[src/hdl/assert_macros.svh]
// Assertion macros shared by the frame deframer RTL.
// Included by the top level; expands to nothing when SYNTHESIS is defined.
`ifndef ASSERT_MACROS_SVH
`define ASSERT_MACROS_SVH
`ifndef SYNTHESIS
`define ASSERT_IMPLY(label, clk, rst_n, ante, cons) \
    label: assert property (@(posedge clk) disable iff (!(rst_n)) (ante) |-> (cons)) \
        else $error("assertion failed: implication");
`define ASSERT_NEXT(label, clk, rst_n, ante, cons) \
    label: assert property (@(posedge clk) disable iff (!(rst_n)) (ante) |=> (cons)) \
        else $error("assertion failed: next-cycle implication");
`else
`define ASSERT_IMPLY(label, clk, rst_n, ante, cons)
`define ASSERT_NEXT(label, clk, rst_n, ante, cons)
`endif
`endif

[src/hdl/wsd_pkg.sv]
// Types and constants for the WebSocket frame deframer.
// No dependencies; used by every module of the block.
`timescale 1ns / 1ps

package wsd_pkg;

    typedef enum logic [2:0] {
        PH_HDR0  = 3'd0,
        PH_HDR1  = 3'd1,
        PH_EXTHI = 3'd2,
        PH_EXTLO = 3'd3,
        PH_MASK  = 3'd4,
        PH_DATA  = 3'd5
    } phase_t;

    typedef enum logic [1:0] {
        KIND_DATA  = 2'd0,
        KIND_EMPTY = 2'd1,
        KIND_ERROR = 2'd2
    } kind_t;

    localparam logic ERR_LEN64    = 1'b0;
    localparam logic ERR_OVER_MAX = 1'b1;

    localparam logic [6:0]  LEN_CODE_EXT16    = 7'd126;
    localparam logic [15:0] MAX_PAYLOAD_RESET = 16'd1024;
    localparam logic [15:0] MASK_KEY_BYTES    = 16'd4;

    typedef struct packed {
        logic       valid;
        logic [7:0] wire_byte;
    } in_item_t;

    typedef struct packed {
        logic        valid;
        kind_t       kind;
        logic [7:0]  data;
        logic [3:0]  frame_opcode;
        logic [15:0] frame_length;
        logic        error_code;
        logic        last;
    } result_t;

endpackage

[src/hdl/wsd_in_stage.sv]
// Input register of the frame deframer: holds one received byte until parsed.
// Depends on wsd_pkg.
`timescale 1ns / 1ps

module wsd_in_stage (
    input  logic              aclk,
    input  logic              aresetn,
    input  logic              s_valid,
    output logic              s_ready,
    input  logic [7:0]        s_wire_byte,
    input  logic              consume,
    output wsd_pkg::in_item_t item
);

    logic       valid_reg, valid_next;
    logic [7:0] byte_reg, byte_next;

    // A new byte may enter when the slot is empty or is being parsed this cycle.
    assign s_ready = !valid_reg || consume;

    always_comb begin
        valid_next = valid_reg;
        byte_next  = byte_reg;
        if (s_ready) begin
            valid_next = s_valid;
            if (s_valid) begin
                byte_next = s_wire_byte;
            end
        end
    end

    always_ff @(posedge aclk) begin
        if (!aresetn) begin
            valid_reg <= 1'b0;
        end else begin
            valid_reg <= valid_next;
        end
        byte_reg <= byte_next;
    end

    assign item.valid     = valid_reg;
    assign item.wire_byte = byte_reg;

endmodule

[src/hdl/wsd_parser.sv]
// Header and payload parser: frame state, limit register and unmasking.
// Depends on wsd_pkg.
`timescale 1ns / 1ps

module wsd_parser (
    input  logic              aclk,
    input  logic              aresetn,
    input  logic              cfg_wr_en,
    input  logic [15:0]       cfg_wr_data,
    input  logic              fire,
    input  wsd_pkg::in_item_t item,
    output wsd_pkg::result_t  result
);

    wsd_pkg::phase_t phase_reg, phase_next;
    logic [3:0]  opcode_reg, opcode_next;
    logic        mask_on_reg, mask_on_next;
    logic [15:0] length_reg, length_next;
    logic [15:0] count_reg, count_next;
    logic [31:0] key_reg, key_next;
    logic [15:0] max_payload_reg;

    logic [7:0]  b;
    logic [6:0]  len_code;
    logic [15:0] known_len;
    logic        len_over;
    logic [15:0] count_inc;
    logic [7:0]  key_byte;
    logic        data_last;

    assign b         = item.wire_byte;
    assign len_code  = b[6:0];
    assign count_inc = count_reg + 16'd1;
    assign data_last = (count_inc >= length_reg);

    // Length as it becomes known, either from the short code or the 16-bit field.
    always_comb begin
        if (phase_reg == wsd_pkg::PH_EXTLO) begin
            known_len = {length_reg[15:8], b};
        end else begin
            known_len = {9'd0, len_code};
        end
    end

    assign len_over = (known_len > max_payload_reg);

    always_comb begin
        case (count_reg[1:0])
            2'd0:    key_byte = key_reg[31:24];
            2'd1:    key_byte = key_reg[23:16];
            2'd2:    key_byte = key_reg[15:8];
            default: key_byte = key_reg[7:0];
        endcase
        if (!mask_on_reg) begin
            key_byte = 8'd0;
        end
    end

    // Next-state logic.
    always_comb begin
        phase_next   = phase_reg;
        opcode_next  = opcode_reg;
        mask_on_next = mask_on_reg;
        length_next  = length_reg;
        count_next   = count_reg;
        key_next     = key_reg;
        if (fire) begin
            case (phase_reg)
                wsd_pkg::PH_HDR1, wsd_pkg::PH_EXTLO: begin
                    if (phase_reg == wsd_pkg::PH_HDR1) begin
                        mask_on_next = b[7];
                    end
                    if (phase_reg == wsd_pkg::PH_HDR1 && len_code == wsd_pkg::LEN_CODE_EXT16) begin
                        phase_next = wsd_pkg::PH_EXTHI;
                    end else if (phase_reg == wsd_pkg::PH_HDR1
                                 && !(len_code inside {[7'd0:7'd125]})) begin
                        length_next = 16'd0;
                        phase_next  = wsd_pkg::PH_HDR0;
                    end else begin
                        length_next = known_len;
                        if (len_over) begin
                            phase_next = wsd_pkg::PH_HDR0;
                        end else begin
                            count_next = 16'd0;
                            if (mask_on_next) begin
                                phase_next = wsd_pkg::PH_MASK;
                            end else if (known_len == 16'd0) begin
                                phase_next = wsd_pkg::PH_HDR0;
                            end else begin
                                phase_next = wsd_pkg::PH_DATA;
                            end
                        end
                    end
                end
                wsd_pkg::PH_EXTHI: begin
                    length_next = {b, 8'd0};
                    phase_next  = wsd_pkg::PH_EXTLO;
                end
                wsd_pkg::PH_MASK: begin
                    key_next = {key_reg[23:0], b};
                    if (count_inc < wsd_pkg::MASK_KEY_BYTES) begin
                        count_next = count_inc;
                    end else begin
                        count_next = 16'd0;
                        phase_next = (length_reg == 16'd0) ? wsd_pkg::PH_HDR0
                                                           : wsd_pkg::PH_DATA;
                    end
                end
                wsd_pkg::PH_DATA: begin
                    count_next = count_inc;
                    if (data_last) begin
                        phase_next = wsd_pkg::PH_HDR0;
                    end
                end
                default: begin
                    // First header byte; unused phase codes land here as well.
                    opcode_next = b[3:0];
                    phase_next  = wsd_pkg::PH_HDR1;
                end
            endcase
        end
    end

    // Result logic.
    always_comb begin
        result.valid        = 1'b0;
        result.kind         = wsd_pkg::KIND_DATA;
        result.data         = 8'd0;
        result.frame_opcode = opcode_reg;
        result.frame_length = 16'd0;
        result.error_code   = wsd_pkg::ERR_LEN64;
        result.last         = 1'b0;
        if (fire) begin
            case (phase_reg)
                wsd_pkg::PH_HDR1, wsd_pkg::PH_EXTLO: begin
                    if (phase_reg == wsd_pkg::PH_HDR1 && len_code == wsd_pkg::LEN_CODE_EXT16) begin
                        result.valid = 1'b0;
                    end else if (phase_reg == wsd_pkg::PH_HDR1
                                 && !(len_code inside {[7'd0:7'd125]})) begin
                        result.valid = 1'b1;
                        result.kind  = wsd_pkg::KIND_ERROR;
                        result.last  = 1'b1;
                    end else if (len_over) begin
                        result.valid        = 1'b1;
                        result.kind         = wsd_pkg::KIND_ERROR;
                        result.frame_length = known_len;
                        result.error_code   = wsd_pkg::ERR_OVER_MAX;
                        result.last         = 1'b1;
                    end else if (!mask_on_next && known_len == 16'd0) begin
                        result.valid = 1'b1;
                        result.kind  = wsd_pkg::KIND_EMPTY;
                        result.last  = 1'b1;
                    end
                end
                wsd_pkg::PH_MASK: begin
                    if (count_inc >= wsd_pkg::MASK_KEY_BYTES && length_reg == 16'd0) begin
                        result.valid = 1'b1;
                        result.kind  = wsd_pkg::KIND_EMPTY;
                        result.last  = 1'b1;
                    end
                end
                wsd_pkg::PH_DATA: begin
                    result.valid        = 1'b1;
                    result.kind         = wsd_pkg::KIND_DATA;
                    result.data         = b ^ key_byte;
                    result.frame_length = length_reg;
                    result.last         = data_last;
                end
                default: begin
                    result.valid = 1'b0;
                end
            endcase
        end
    end

    always_ff @(posedge aclk) begin
        if (!aresetn) begin
            phase_reg       <= wsd_pkg::PH_HDR0;
            opcode_reg      <= 4'd0;
            mask_on_reg     <= 1'b0;
            length_reg      <= 16'd0;
            count_reg       <= 16'd0;
            key_reg         <= 32'd0;
            max_payload_reg <= wsd_pkg::MAX_PAYLOAD_RESET;
        end else begin
            phase_reg   <= phase_next;
            opcode_reg  <= opcode_next;
            mask_on_reg <= mask_on_next;
            length_reg  <= length_next;
            count_reg   <= count_next;
            key_reg     <= key_next;
            if (cfg_wr_en) begin
                max_payload_reg <= cfg_wr_data;
            end
        end
    end

endmodule

[src/hdl/wsd_out_stage.sv]
// Result register of the frame deframer: holds one result until it is taken.
// Depends on wsd_pkg.
`timescale 1ns / 1ps

module wsd_out_stage (
    input  logic             aclk,
    input  logic             aresetn,
    input  logic             fire,
    input  wsd_pkg::result_t result,
    output logic             can_load,
    output logic             m_valid,
    input  logic             m_ready,
    output wsd_pkg::result_t held
);

    logic             valid_reg, valid_next;
    wsd_pkg::result_t res_reg, res_next;

    // The register is free when empty or when its request is taken this cycle.
    assign can_load = !valid_reg || m_ready;

    always_comb begin
        valid_next = valid_reg && !m_ready;
        res_next   = res_reg;
        if (fire) begin
            valid_next = result.valid;
            if (result.valid) begin
                res_next = result;
            end
        end
    end

    always_ff @(posedge aclk) begin
        if (!aresetn) begin
            valid_reg <= 1'b0;
        end else begin
            valid_reg <= valid_next;
        end
        res_reg <= res_next;
    end

    assign m_valid = valid_reg;
    assign held    = res_reg;

endmodule

[src/hdl/websocket_frame_deframer_core.sv]
// Top level of the WebSocket frame deframer: input register, parser, result register.
// Depends on wsd_pkg, wsd_in_stage, wsd_parser, wsd_out_stage and assert_macros.svh.
//
//   channel   direction  handshake          payload
//   s_        in         s_valid/s_ready    s_wire_byte (one wire byte)
//   m_        out        m_valid/m_ready    kind, data, frame_opcode, frame_length,
//                                           error_code, last
//   cfg_      in         cfg_wr_en          cfg_wr_data (max_payload)
//
// One byte is accepted per cycle unless a stall on m_ready holds the flow. A taken byte
// sits in the input register while the parser updates the frame state, and any result
// loads into the result register at the same edge. Reset is synchronous on aresetn (low)
// and clears the valid flags and frame state; max_payload returns to 1024. A stall on
// m_ready holds the result register and, through it, the input register and s_ready.
`timescale 1ns / 1ps
`include "assert_macros.svh"

module websocket_frame_deframer_core (
    input  logic        aclk,
    input  logic        aresetn,
    input  logic        s_valid,
    output logic        s_ready,
    input  logic [7:0]  s_wire_byte,
    output logic        m_valid,
    input  logic        m_ready,
    output logic [1:0]  m_kind,
    output logic [7:0]  m_data,
    output logic [3:0]  m_frame_opcode,
    output logic [15:0] m_frame_length,
    output logic        m_error_code,
    output logic        m_last,
    input  logic        cfg_wr_en,
    input  logic [15:0] cfg_wr_data
);

    wsd_pkg::in_item_t item;
    wsd_pkg::result_t  result;
    wsd_pkg::result_t  held;
    logic              can_load;
    logic              fire;

    // The parser works on the held byte whenever the result register can take it.
    assign fire = item.valid && can_load;

    wsd_in_stage u_in_stage (
        .aclk        (aclk),
        .aresetn     (aresetn),
        .s_valid     (s_valid),
        .s_ready     (s_ready),
        .s_wire_byte (s_wire_byte),
        .consume     (fire),
        .item        (item)
    );

    wsd_parser u_parser (
        .aclk        (aclk),
        .aresetn     (aresetn),
        .cfg_wr_en   (cfg_wr_en),
        .cfg_wr_data (cfg_wr_data),
        .fire        (fire),
        .item        (item),
        .result      (result)
    );

    wsd_out_stage u_out_stage (
        .aclk     (aclk),
        .aresetn  (aresetn),
        .fire     (fire),
        .result   (result),
        .can_load (can_load),
        .m_valid  (m_valid),
        .m_ready  (m_ready),
        .held     (held)
    );

    assign m_kind         = held.kind;
    assign m_data         = held.data;
    assign m_frame_opcode = held.frame_opcode;
    assign m_frame_length = held.frame_length;
    assign m_error_code   = held.error_code;
    assign m_last         = held.last;

    `ASSERT_IMPLY(a_error_is_last, aclk, aresetn, m_valid && m_kind == wsd_pkg::KIND_ERROR, m_last)
    `ASSERT_IMPLY(a_no_data_outside_payload, aclk, aresetn, m_valid && m_kind != wsd_pkg::KIND_DATA, m_data == 8'd0)
    `ASSERT_IMPLY(a_over_max_only_on_error, aclk, aresetn, m_valid && m_error_code, m_kind == wsd_pkg::KIND_ERROR)
    `ASSERT_NEXT(a_result_follows_fire, aclk, aresetn, fire && result.valid, m_valid && m_kind == $past(result.kind))

endmodule
[config.mk]
export PLATFORM = sky130hd
export DESIGN_NAME = websocket_frame_deframer_core
export DESIGN_NICKNAME = d
export VERILOG_FILES = /design/src/hdl/wsd_pkg.sv /design/src/hdl/wsd_in_stage.sv /design/src/hdl/wsd_parser.sv /design/src/hdl/wsd_out_stage.sv /design/src/hdl/websocket_frame_deframer_core.sv
export VERILOG_INCLUDE_DIRS = /design/src /design/src/hdl
export SDC_FILE = /design/constraint.sdc
export NUM_CORES = 1
export LEC_CHECK = 0
export ABC_AREA = 0
export BUFFER_PORTS_ARGS = -buffer_cell sky130_fd_sc_hd__buf_2
export CORE_ASPECT_RATIO = 0.6
export CORE_MARGIN = 10
export CORE_UTILIZATION = 54
export DETAILED_ROUTE_END_ITERATION = 10
export PLACE_DENSITY = 0.7
export SLEW_MARGIN = 10
export SYNTH_ARGS = -nofsm -noshare
export SYNTH_HDL_FRONTEND = slang
export SYNTH_SLANG_ARGS = --single-unit
export TNS_END_PERCENT = 20
[constraint.sdc]
create_clock -name aclk -period 7 [get_ports aclk]
set_input_delay 1.75 -clock aclk [delete_from_list [all_inputs] [get_ports aclk]]
set_output_delay 1.75 -clock aclk [all_outputs]
set_load 0.05 [all_outputs]
# Yosys cells after proc, flatten, opt, wreduce, memory -nomap -nowiden
# Index checks and enable logic that the tools add are counted.
[totals]
inputBits = 29
word_cells = 114
out_inout_bits = 34
reg_bits = 130
[classes]
eq_ne = 13
n_reduce_logical = 30
muxes = 45
add_sub_neg = 1
bitwise_logic = 3
order_cmp = 6
[op_table]
columns = ["operator", "n"]
rows = [
  ["16-bit 2-to-1 mux", 7],
  ["16-bit one-hot mux with 2 select lines", 2],
  ["16-bit one-hot mux with 3 select lines", 1],
  ["3-bit 2-to-1 mux", 12],
  ["17-bit 2-to-1 mux", 2],
  ["16-bit zero test", 2],
  ["8-bit one-hot mux with 3 select lines", 1],
  ["18-bit 2-to-1 mux", 1],
  ["16-bit by 1-bit adder with 16-bit output (second input constant)", 1],
  ["16-bit >= comparator", 1],
  ["16-bit by 3-bit >= comparator with 1-bit output (second input constant)", 1],
  ["16-bit > comparator", 1],
  ["16-bit by 3-bit less-than comparator with 1-bit output (second input constant)", 1],
  ["8-bit 2-to-1 mux", 2],
  ["3-bit one-hot mux with 4 select lines", 1],
  ["1-bit 2-to-1 mux", 11],
  ["11-bit 2-to-1 mux", 1],
  ["2-bit AND reduction", 5],
  ["2-bit inequality test (second input constant)", 4],
  ["8-bit XOR", 1],
  ["7-bit equality test (second input constant)", 1],
  ["7-bit by 1-bit >= comparator with 1-bit output (second input constant)", 1],
  ["7-bit less-or-equal comparator (second input constant)", 1],
  ["1-bit logical AND", 7],
  ["other kinds (20)", 30],
]

# Logic depth before layout (Yosys ltp)
[logic_depth]
word_depth = 15
ltp_mapped = 13
depth_no_buf = 11

# Cells and area by module
# From an unflattened synthesis, not the netlist that was laid out.
[hier_totals]
hier_cells = 725
hier_area_um2 = 6642.6
[by_module_without_submodules]
columns = ["module", "cells_per_inst", "instances", "seq_area_each_um2", "area_each_um2"]
rows = [
  ["wsd_parser", 671, 1, 1761.7, 5308.8],
  ["wsd_out_stage", 39, 1, 980.9, 1022.2],
  ["wsd_in_stage", 14, 1, 260.2, 305.3],
  ["websocket_frame_deframer_core", 1, 1, 0.0, 6.3],
]

# Worst setup path before layout
# Ideal clock, no wire load.
[synth_timing]
kind = "input to register"
from = "input port m_ready"
to = "register u_out_stage.res_reg, in the netlist u_out_stage.held[0], enable pin"
setup_ps = 421
path_buffers = 0
arrival_ps = 3934
slack_ps = 2645
required_time_ps = 6579
path_stages = 7
path_cell_list = "nand2b_1 > a31o_2 > nand4b_1 > a211oi_1 > a21oi_1 > o21a_1 > nor2_1"
[synth_between]
elab_chain_len = 12
[synth_rtl]
columns = ["element", "line_no", "rtl"]
rows = [
  ["from (decl)", "websocket_frame_deframer_core.sv:25", "input logic m_ready,"],
  ["1-bit logical OR *", "wsd_out_stage.sv:20", "assign can_load = !valid_reg || m_ready;"],
  ["1-bit logical AND *", "websocket_frame_deframer_core.sv:43", "assign fire = item.valid && can_load;"],
  ["1-bit 2-to-1 mux", "wsd_parser.sv:67", "if (fire) begin"],
  ["1-bit zero test", "wsd_parser.sv:149", "end else if (!mask_on_next && known_len == 16'd0) begin"],
  ["1-bit logical AND", "wsd_parser.sv:149", ""],
  ["3-bit 2-to-1 mux", "wsd_parser.sv:149", ""],
  ["3-bit 2-to-1 mux", "wsd_parser.sv:143", "end else if (len_over) begin"],
  ["3-bit 2-to-1 mux", "wsd_parser.sv:138", "end else if (phase_reg == wsd_pkg::PH_HDR1"],
  ["1-bit 2-to-1 mux", "wsd_parser.sv:136", "if (phase_reg == wsd_pkg::PH_HDR1 && len_code == wsd_pkg::LEN_CODE_EXT16) begin"],
  ["1-bit one-hot mux with 3 select lines", "wsd_parser.sv:134", "case (phase_reg)"],
  ["11-bit 2-to-1 mux", "wsd_parser.sv:133", "if (fire) begin"],
  ["2-bit AND reduction (no source line) *", "--", ""],
  ["to (signal assigned)", "wsd_out_stage.sv:39", "res_reg <= res_next;"],
  ["to (decl)", "wsd_out_stage.sv:17", "wsd_pkg::result_t res_reg, res_next;"],
]
# Every way passes the cells marked *; elsewhere a longest branch is shown, timed or not.
# A chain may end at the register's enable or synchronous reset.

# Final worst setup path
[layout_timing]
from = "register u_parser.phase_reg[0]"
to = "register u_out_stage.res_reg, in the netlist u_out_stage.held[30], enable pin"
[layout_between]
elab_chain_len = 15
word_cells_on_any_way = 24
classes_between = "order compare: 1; eq/ne: 4; mux: 12; reduce/logical: 7"
[layout_rtl]
columns = ["element", "line_no", "rtl"]
rows = [
  ["from (decl)", "wsd_parser.sv:15", "wsd_pkg::phase_t phase_reg, phase_next;"],
  ["from (signal assigned)", "wsd_parser.sv:178", "phase_reg <= wsd_pkg::PH_HDR0;"],
  ["from (signal assigned)", "wsd_parser.sv:186", "phase_reg <= phase_next;"],
  ["branches (longest 12 deep; another with 16-bit > comparator)", "--", ""],
  ["1-bit one-hot mux with 3 select lines *", "wsd_parser.sv:134", ""],
  ["11-bit 2-to-1 mux *", "wsd_parser.sv:133", ""],
  ["2-bit AND reduction (no source line) *", "--", ""],
]
# Every way passes the cells marked *. The select of a mux whose other input is x is not followed.

==> qor_table.md <==
| Parameter | Value | Unit |
|---|---|---|
| Number of pins with negative max-slew slack in the final report | 0 | - |
| First-pass GRT wire length | 29.3 | mm |
| Starting density of the core | 56.1 | % |
| Sequential element share of the synthesized area | 43.6 | % |
| Post-DRT Antenna Nets | 0 | - |
| Final critical-path required period | 4110 | ps |
| Antenna violations before repair | 1 | - |
| Share of the synthesized area in the top cell type | 26.2 | % |
| Clock root buffer master | sky130_fd_sc_hd__clkbuf_16 | - |
| Highest net fanout along the worst path | 32 | - |
| Overflow left after global routing | 0 | - |
| Net total in the final layout | 840 | - |
| Number of cells on the critical path | 10 | - |
| Layout filler cell count | 1013 | - |
| Switching share of power | 25.1 | % |
| Total negative slack for setup checks | 0 | ps |
| CTS Buf Count | 17 | - |
| R2r startpoint | u_parser.phase_reg[0]$_SDFFE_PN0P_ | - |
| Setup crit end | u_out_stage.held[30]$_SDFFCE_PN0P_ | - |
| Pwr per Cell Area | 225 | nW/µm² |
| Floorplan Core Area | 12300 | µm² |
| R2r setup slk | 2890 | ps |
| TritonCTS sink count | 130 | - |
| Net count after synthesis | 806 | - |
| Clock insertion delay at the later pin of the skew report | 420 | ps |
| Final GP Congestion | 0.900 | - |
| Crit end category | register | - |
| Async S/R FF share, synth | 0 | % |
| 1st-iter DRT viols | 594 | - |
| Startpoint type of the worst setup path | register | - |
| Die height | 107 | µm |
| Cell with the largest stage delay on the worst path | sky130_fd_sc_hd__nor2_4 | - |
| Routed length per placed instance | 18.9 | µm |
| Share of total power in the clock network | 47.4 | % |
| Count of TritonRoute iterations in the first routing pass | 7 | - |
| Clock Pin Slew Worst Setup and Hold Paths | 60 | ps |
| Std-Cell Rows | 31 | - |
| Global-route total usage across every layer | 20.2 | % |
| Number of flops mapped to enable cells by yosys | 40 | - |
| Number of global-route vias before repair | 5424 | - |
| Drt via density | 5.86 | - |
| Worst clock skew on the final layout | 13.4 | ps |
| Combinational Power Share | 6.0 | % |
| Worst path bufs/invs | 1 | - |
| Reg2reg end | u_out_stage.held[30]$_SDFFCE_PN0P_ | - |
| Area growth from synthesis to final layout | 12.6 | % |
| Flops & latches, synth | 130 | - |
| Port buffer count | 62 | - |
| Boundary pin count | 63 | - |
| Hold Vio Cnt, Final | 0 | - |
| Kind of cell adding the most delay to the critical path | simple AND/OR/NAND/NOR gates | - |
| Most area-consuming cells after synthesis | sky130_fd_sc_hd__dfxtp_1 26%, sky130_fd_sc_hd__edfxtp_1 17%, sky130_fd_sc_hd__ha_1 6.7% | - |
| H-tree depth | 4 | - |
| Required arrival time at the worst endpoint | 7040 | ps |
| Hold-fix buffers, CTS | 0 | - |
| Top flip-flop cell by instance count after synthesis | sky130_fd_sc_hd__dfxtp_1 | - |
| Cell-by-cell trace of the critical path | inv_1 > nor3_1 > ha_1 > nand4_1 > nor4_1 > a21boi_0 > a2111o_1 > a21oi_1 > o21a_1 > nor2_4 | - |
| Data arrival time of the critical path | 4150 | ps |
| Routed wire length | 18.0 | mm |
| R2R cell count | 10 | - |
| Run status | completed | - |
| Design internal power | 1310 | µW |
| Storage cell area | 3000 | µm² |
| Path type of the worst setup path | register to register | - |
| Count of max-cap constraint violations | 0 | - |
| Yosys synthesis warning count | 0 | - |
| Unrepaired setup endpoints after global routing | false | - |
| Detailed-route DRC error count | 0 | - |
| Synthesized netlist cell count | 740 | - |
| Die ar. | 17800 | µm² |
| DPL Wire Length | 12.5 | mm |
| Layout cell share with drive strength beyond 1 | 15.0 | % |
| Beginning of the worst hold path | u_parser.opcode_reg[3]$_SDFFE_PN0P_ | - |
| Class of the tightest hold or removal check | register to register | - |
| Count of non-filler cells in the finished layout | 952 | - |
| Number of buffers added for setup after CTS | 0 | - |
| Dominant cell type by area after synthesis | sky130_fd_sc_hd__dfxtp_1 | - |
| Fin crit share | 58.8 | % |
| Via total after detailed routing | 5578 | - |
| CTS tree | built | - |
| Leakage power | 0.00294 | µW |
| Final design utilization | 63.2 | % |
| Final total power | 1740 | µW |
| Max IR drop VDD | 136 | µV |
| Horiz. Die Dim | 166 | µm |
| Final setup violation count | 0 | - |
| Switching power total | 437 | µW |
| FMAX | 243 | MHz |
| Post_cts resized | 0 | - |
| Worst-margin pin slew | 1060 | ps |
| Area of the multi-input gates | 3520 | µm² |
| Number of distinct library cells after synthesis | 62 | - |
| Maximum count of clock buffers along a single path | 2 | - |
| Post-Place Cells | 920 | - |
| Setup crit start | u_parser.phase_reg[0]$_SDFFE_PN0P_ | - |
| Maximum number of pins on one net before global-route repair | 82 | - |
| Relative max-transition margin | 29.0 | % |
| Average cell area after synthesis | 9.30 | µm² |
| Stage delay of the slowest cell on the critical path | 770 | ps |
| Share of total power in sequential cells | 46.7 | % |
| Summed instance area of the synthesized netlist | 6880 | µm² |
| Antenna cell count | 0 | - |
[cells in the final DEF, fill, tap and decap left out, types with 5 or more instances in the layout]
| cell type | synthesis | final |
|---|---|---|
| sky130_fd_sc_hd__xnor2_1 | 14 | 14 |
| sky130_fd_sc_hd__nor2_1 | 28 | 27 |
| sky130_fd_sc_hd__nand2b_1 | 6 | 6 |
| sky130_fd_sc_hd__nand2_1 | 110 | 110 |
| sky130_fd_sc_hd__a21boi_0 | 35 | 35 |
| sky130_fd_sc_hd__and2_1 | 10 | 10 |
| sky130_fd_sc_hd__a21oi_1 | 29 | 29 |
| sky130_fd_sc_hd__nand3_1 | 7 | 7 |
| sky130_fd_sc_hd__ha_1 | 37 | 37 |
| sky130_fd_sc_hd__xor2_1 | 11 | 11 |
| sky130_fd_sc_hd__mux2i_1 | 21 | 21 |
| sky130_fd_sc_hd__or3_1 | 5 | 5 |
| sky130_fd_sc_hd__a21o_1 | 9 | 9 |
| sky130_fd_sc_hd__a222oi_1 | 8 | 8 |
| sky130_fd_sc_hd__inv_1 | 39 | 39 |
| sky130_fd_sc_hd__clkbuf_16 | 0 | 18 |
| sky130_fd_sc_hd__nor2b_1 | 43 | 43 |
| sky130_fd_sc_hd__buf_2 | 7 | 62 |
| sky130_fd_sc_hd__a22oi_1 | 15 | 15 |
| sky130_fd_sc_hd__edfxtp_1 | 40 | 40 |
| sky130_fd_sc_hd__dfxtp_1 | 90 | 90 |
| sky130_fd_sc_hd__o21a_1 | 5 | 5 |
| sky130_fd_sc_hd__nor3_1 | 23 | 22 |
| sky130_fd_sc_hd__a22o_1 | 13 | 13 |
| sky130_fd_sc_hd__o21ai_0 | 20 | 20 |
| sky130_fd_sc_hd__nor4_1 | 8 | 8 |
| sky130_fd_sc_hd__nand4_1 | 13 | 13 |
| sky130_fd_sc_hd__o211ai_1 | 5 | 5 |
[kinds of logic (layout without fill, tap and decap cells)]
family                   count (synthesis)  after routing  share of synthesized area (%)
adder cells (fa/ha/maj)                 37             37                           6.73
AND/OR/NAND/NOR                        276            276                           20.6
XOR/XNOR                                25             25                           3.18
buffers and inverters                   88            135                           5.42
flip-flops                             130            130                           43.6
AO/OA/AOI/OAI                          162            162                           17.2
multiplexers                            22             22                           3.22
[through the flow]
step	hold WS, ps	setup WS, ps	cell area (µm²)
CTS	437	2900	7750
detailed placement	423	2900	7200
global placement	416	2920	7200
floorplan	408	2640	6880
global route	442	2570	7750
finish	435	2890	7750
[cell usage after synthesis, types with 6 or more instances]
| library cell | instances |
|---|---|
| sky130_fd_sc_hd__a21boi_0 | 35 |
| sky130_fd_sc_hd__a21o_1 | 9 |
| sky130_fd_sc_hd__a21oi_1 | 29 |
| sky130_fd_sc_hd__a222oi_1 | 8 |
| sky130_fd_sc_hd__a22o_1 | 13 |
| sky130_fd_sc_hd__a22oi_1 | 15 |
| sky130_fd_sc_hd__and2_1 | 10 |
| sky130_fd_sc_hd__buf_2 | 7 |
| sky130_fd_sc_hd__clkbuf_1 | 35 |
| sky130_fd_sc_hd__dfxtp_1 | 90 |
| sky130_fd_sc_hd__edfxtp_1 | 40 |
| sky130_fd_sc_hd__ha_1 | 37 |
| sky130_fd_sc_hd__inv_1 | 39 |
| sky130_fd_sc_hd__mux2i_1 | 21 |
| sky130_fd_sc_hd__nand2_1 | 110 |
| sky130_fd_sc_hd__nand2b_1 | 6 |
| sky130_fd_sc_hd__nand3_1 | 7 |
| sky130_fd_sc_hd__nand4_1 | 13 |
| sky130_fd_sc_hd__nor2_1 | 28 |
| sky130_fd_sc_hd__nor2b_1 | 43 |
| sky130_fd_sc_hd__nor3_1 | 23 |
| sky130_fd_sc_hd__nor4_1 | 8 |
| sky130_fd_sc_hd__o21ai_0 | 20 |
| sky130_fd_sc_hd__xnor2_1 | 14 |
| sky130_fd_sc_hd__xor2_1 | 11 |
[worst reg2reg max path, cell delays in order (launching register included)]
cell,delay (ps)
sky130_fd_sc_hd__dfxtp_1,640
sky130_fd_sc_hd__inv_1,450
sky130_fd_sc_hd__nor3_1,330
sky130_fd_sc_hd__ha_1,190
sky130_fd_sc_hd__nand4_1,150
sky130_fd_sc_hd__nor4_1,400
sky130_fd_sc_hd__a21boi_0,270
sky130_fd_sc_hd__a2111o_1,240
sky130_fd_sc_hd__a21oi_1,130
sky130_fd_sc_hd__o21a_1,170
sky130_fd_sc_hd__nor2_4,770
[power groups by stage]
stage | clock [µW] | combinational (µW) | sequential (µW)
final | 826 | 104 | 814
after global routing | 870 | 117 | 815
after CTS | 835 | 105 | 813
after detailed placement | 0 | 104 | 829
after global placement | 0 | 100 | 829
after floorplan | 0 | 79.3 | 815
[worst min path at each step]
stage                                                end  slack, ps  depth (start not counted)
final                     u_out_stage.held[21]$_DFFE_PP_        430                          0
after CTS                 u_out_stage.held[21]$_DFFE_PP_        440                          0
after floorplan           u_out_stage.held[19]$_DFFE_PP_        410                          0
after detailed placement  u_out_stage.held[21]$_DFFE_PP_        420                          0
after global placement    u_out_stage.held[20]$_DFFE_PP_        420                          0
after global routing      u_out_stage.held[21]$_DFFE_PP_        440                          0
[layout make-up]
type                       count  area share [%]
clock buffer                  18            5.81
clock inverter                14            1.26
inverter                      39            1.89
multi-input combinational    522            45.4
sequential                   130            38.8
tap                          165            2.66
timing repair buffer          64            4.20
[metal layers]
layer / wire length [µm] / vias to the layer above / GRT usage [%]
met3: 1670 / 22 / 7.18
met4: 195 / 2 / 4.97
met2: 7410 / 220 / 29.1
met5: 18 / - / 0
met1: 8650 / 2647 / 28.1
li1: - / 2687 / -
Note: power is estimated with default switching activity, not from simulation.
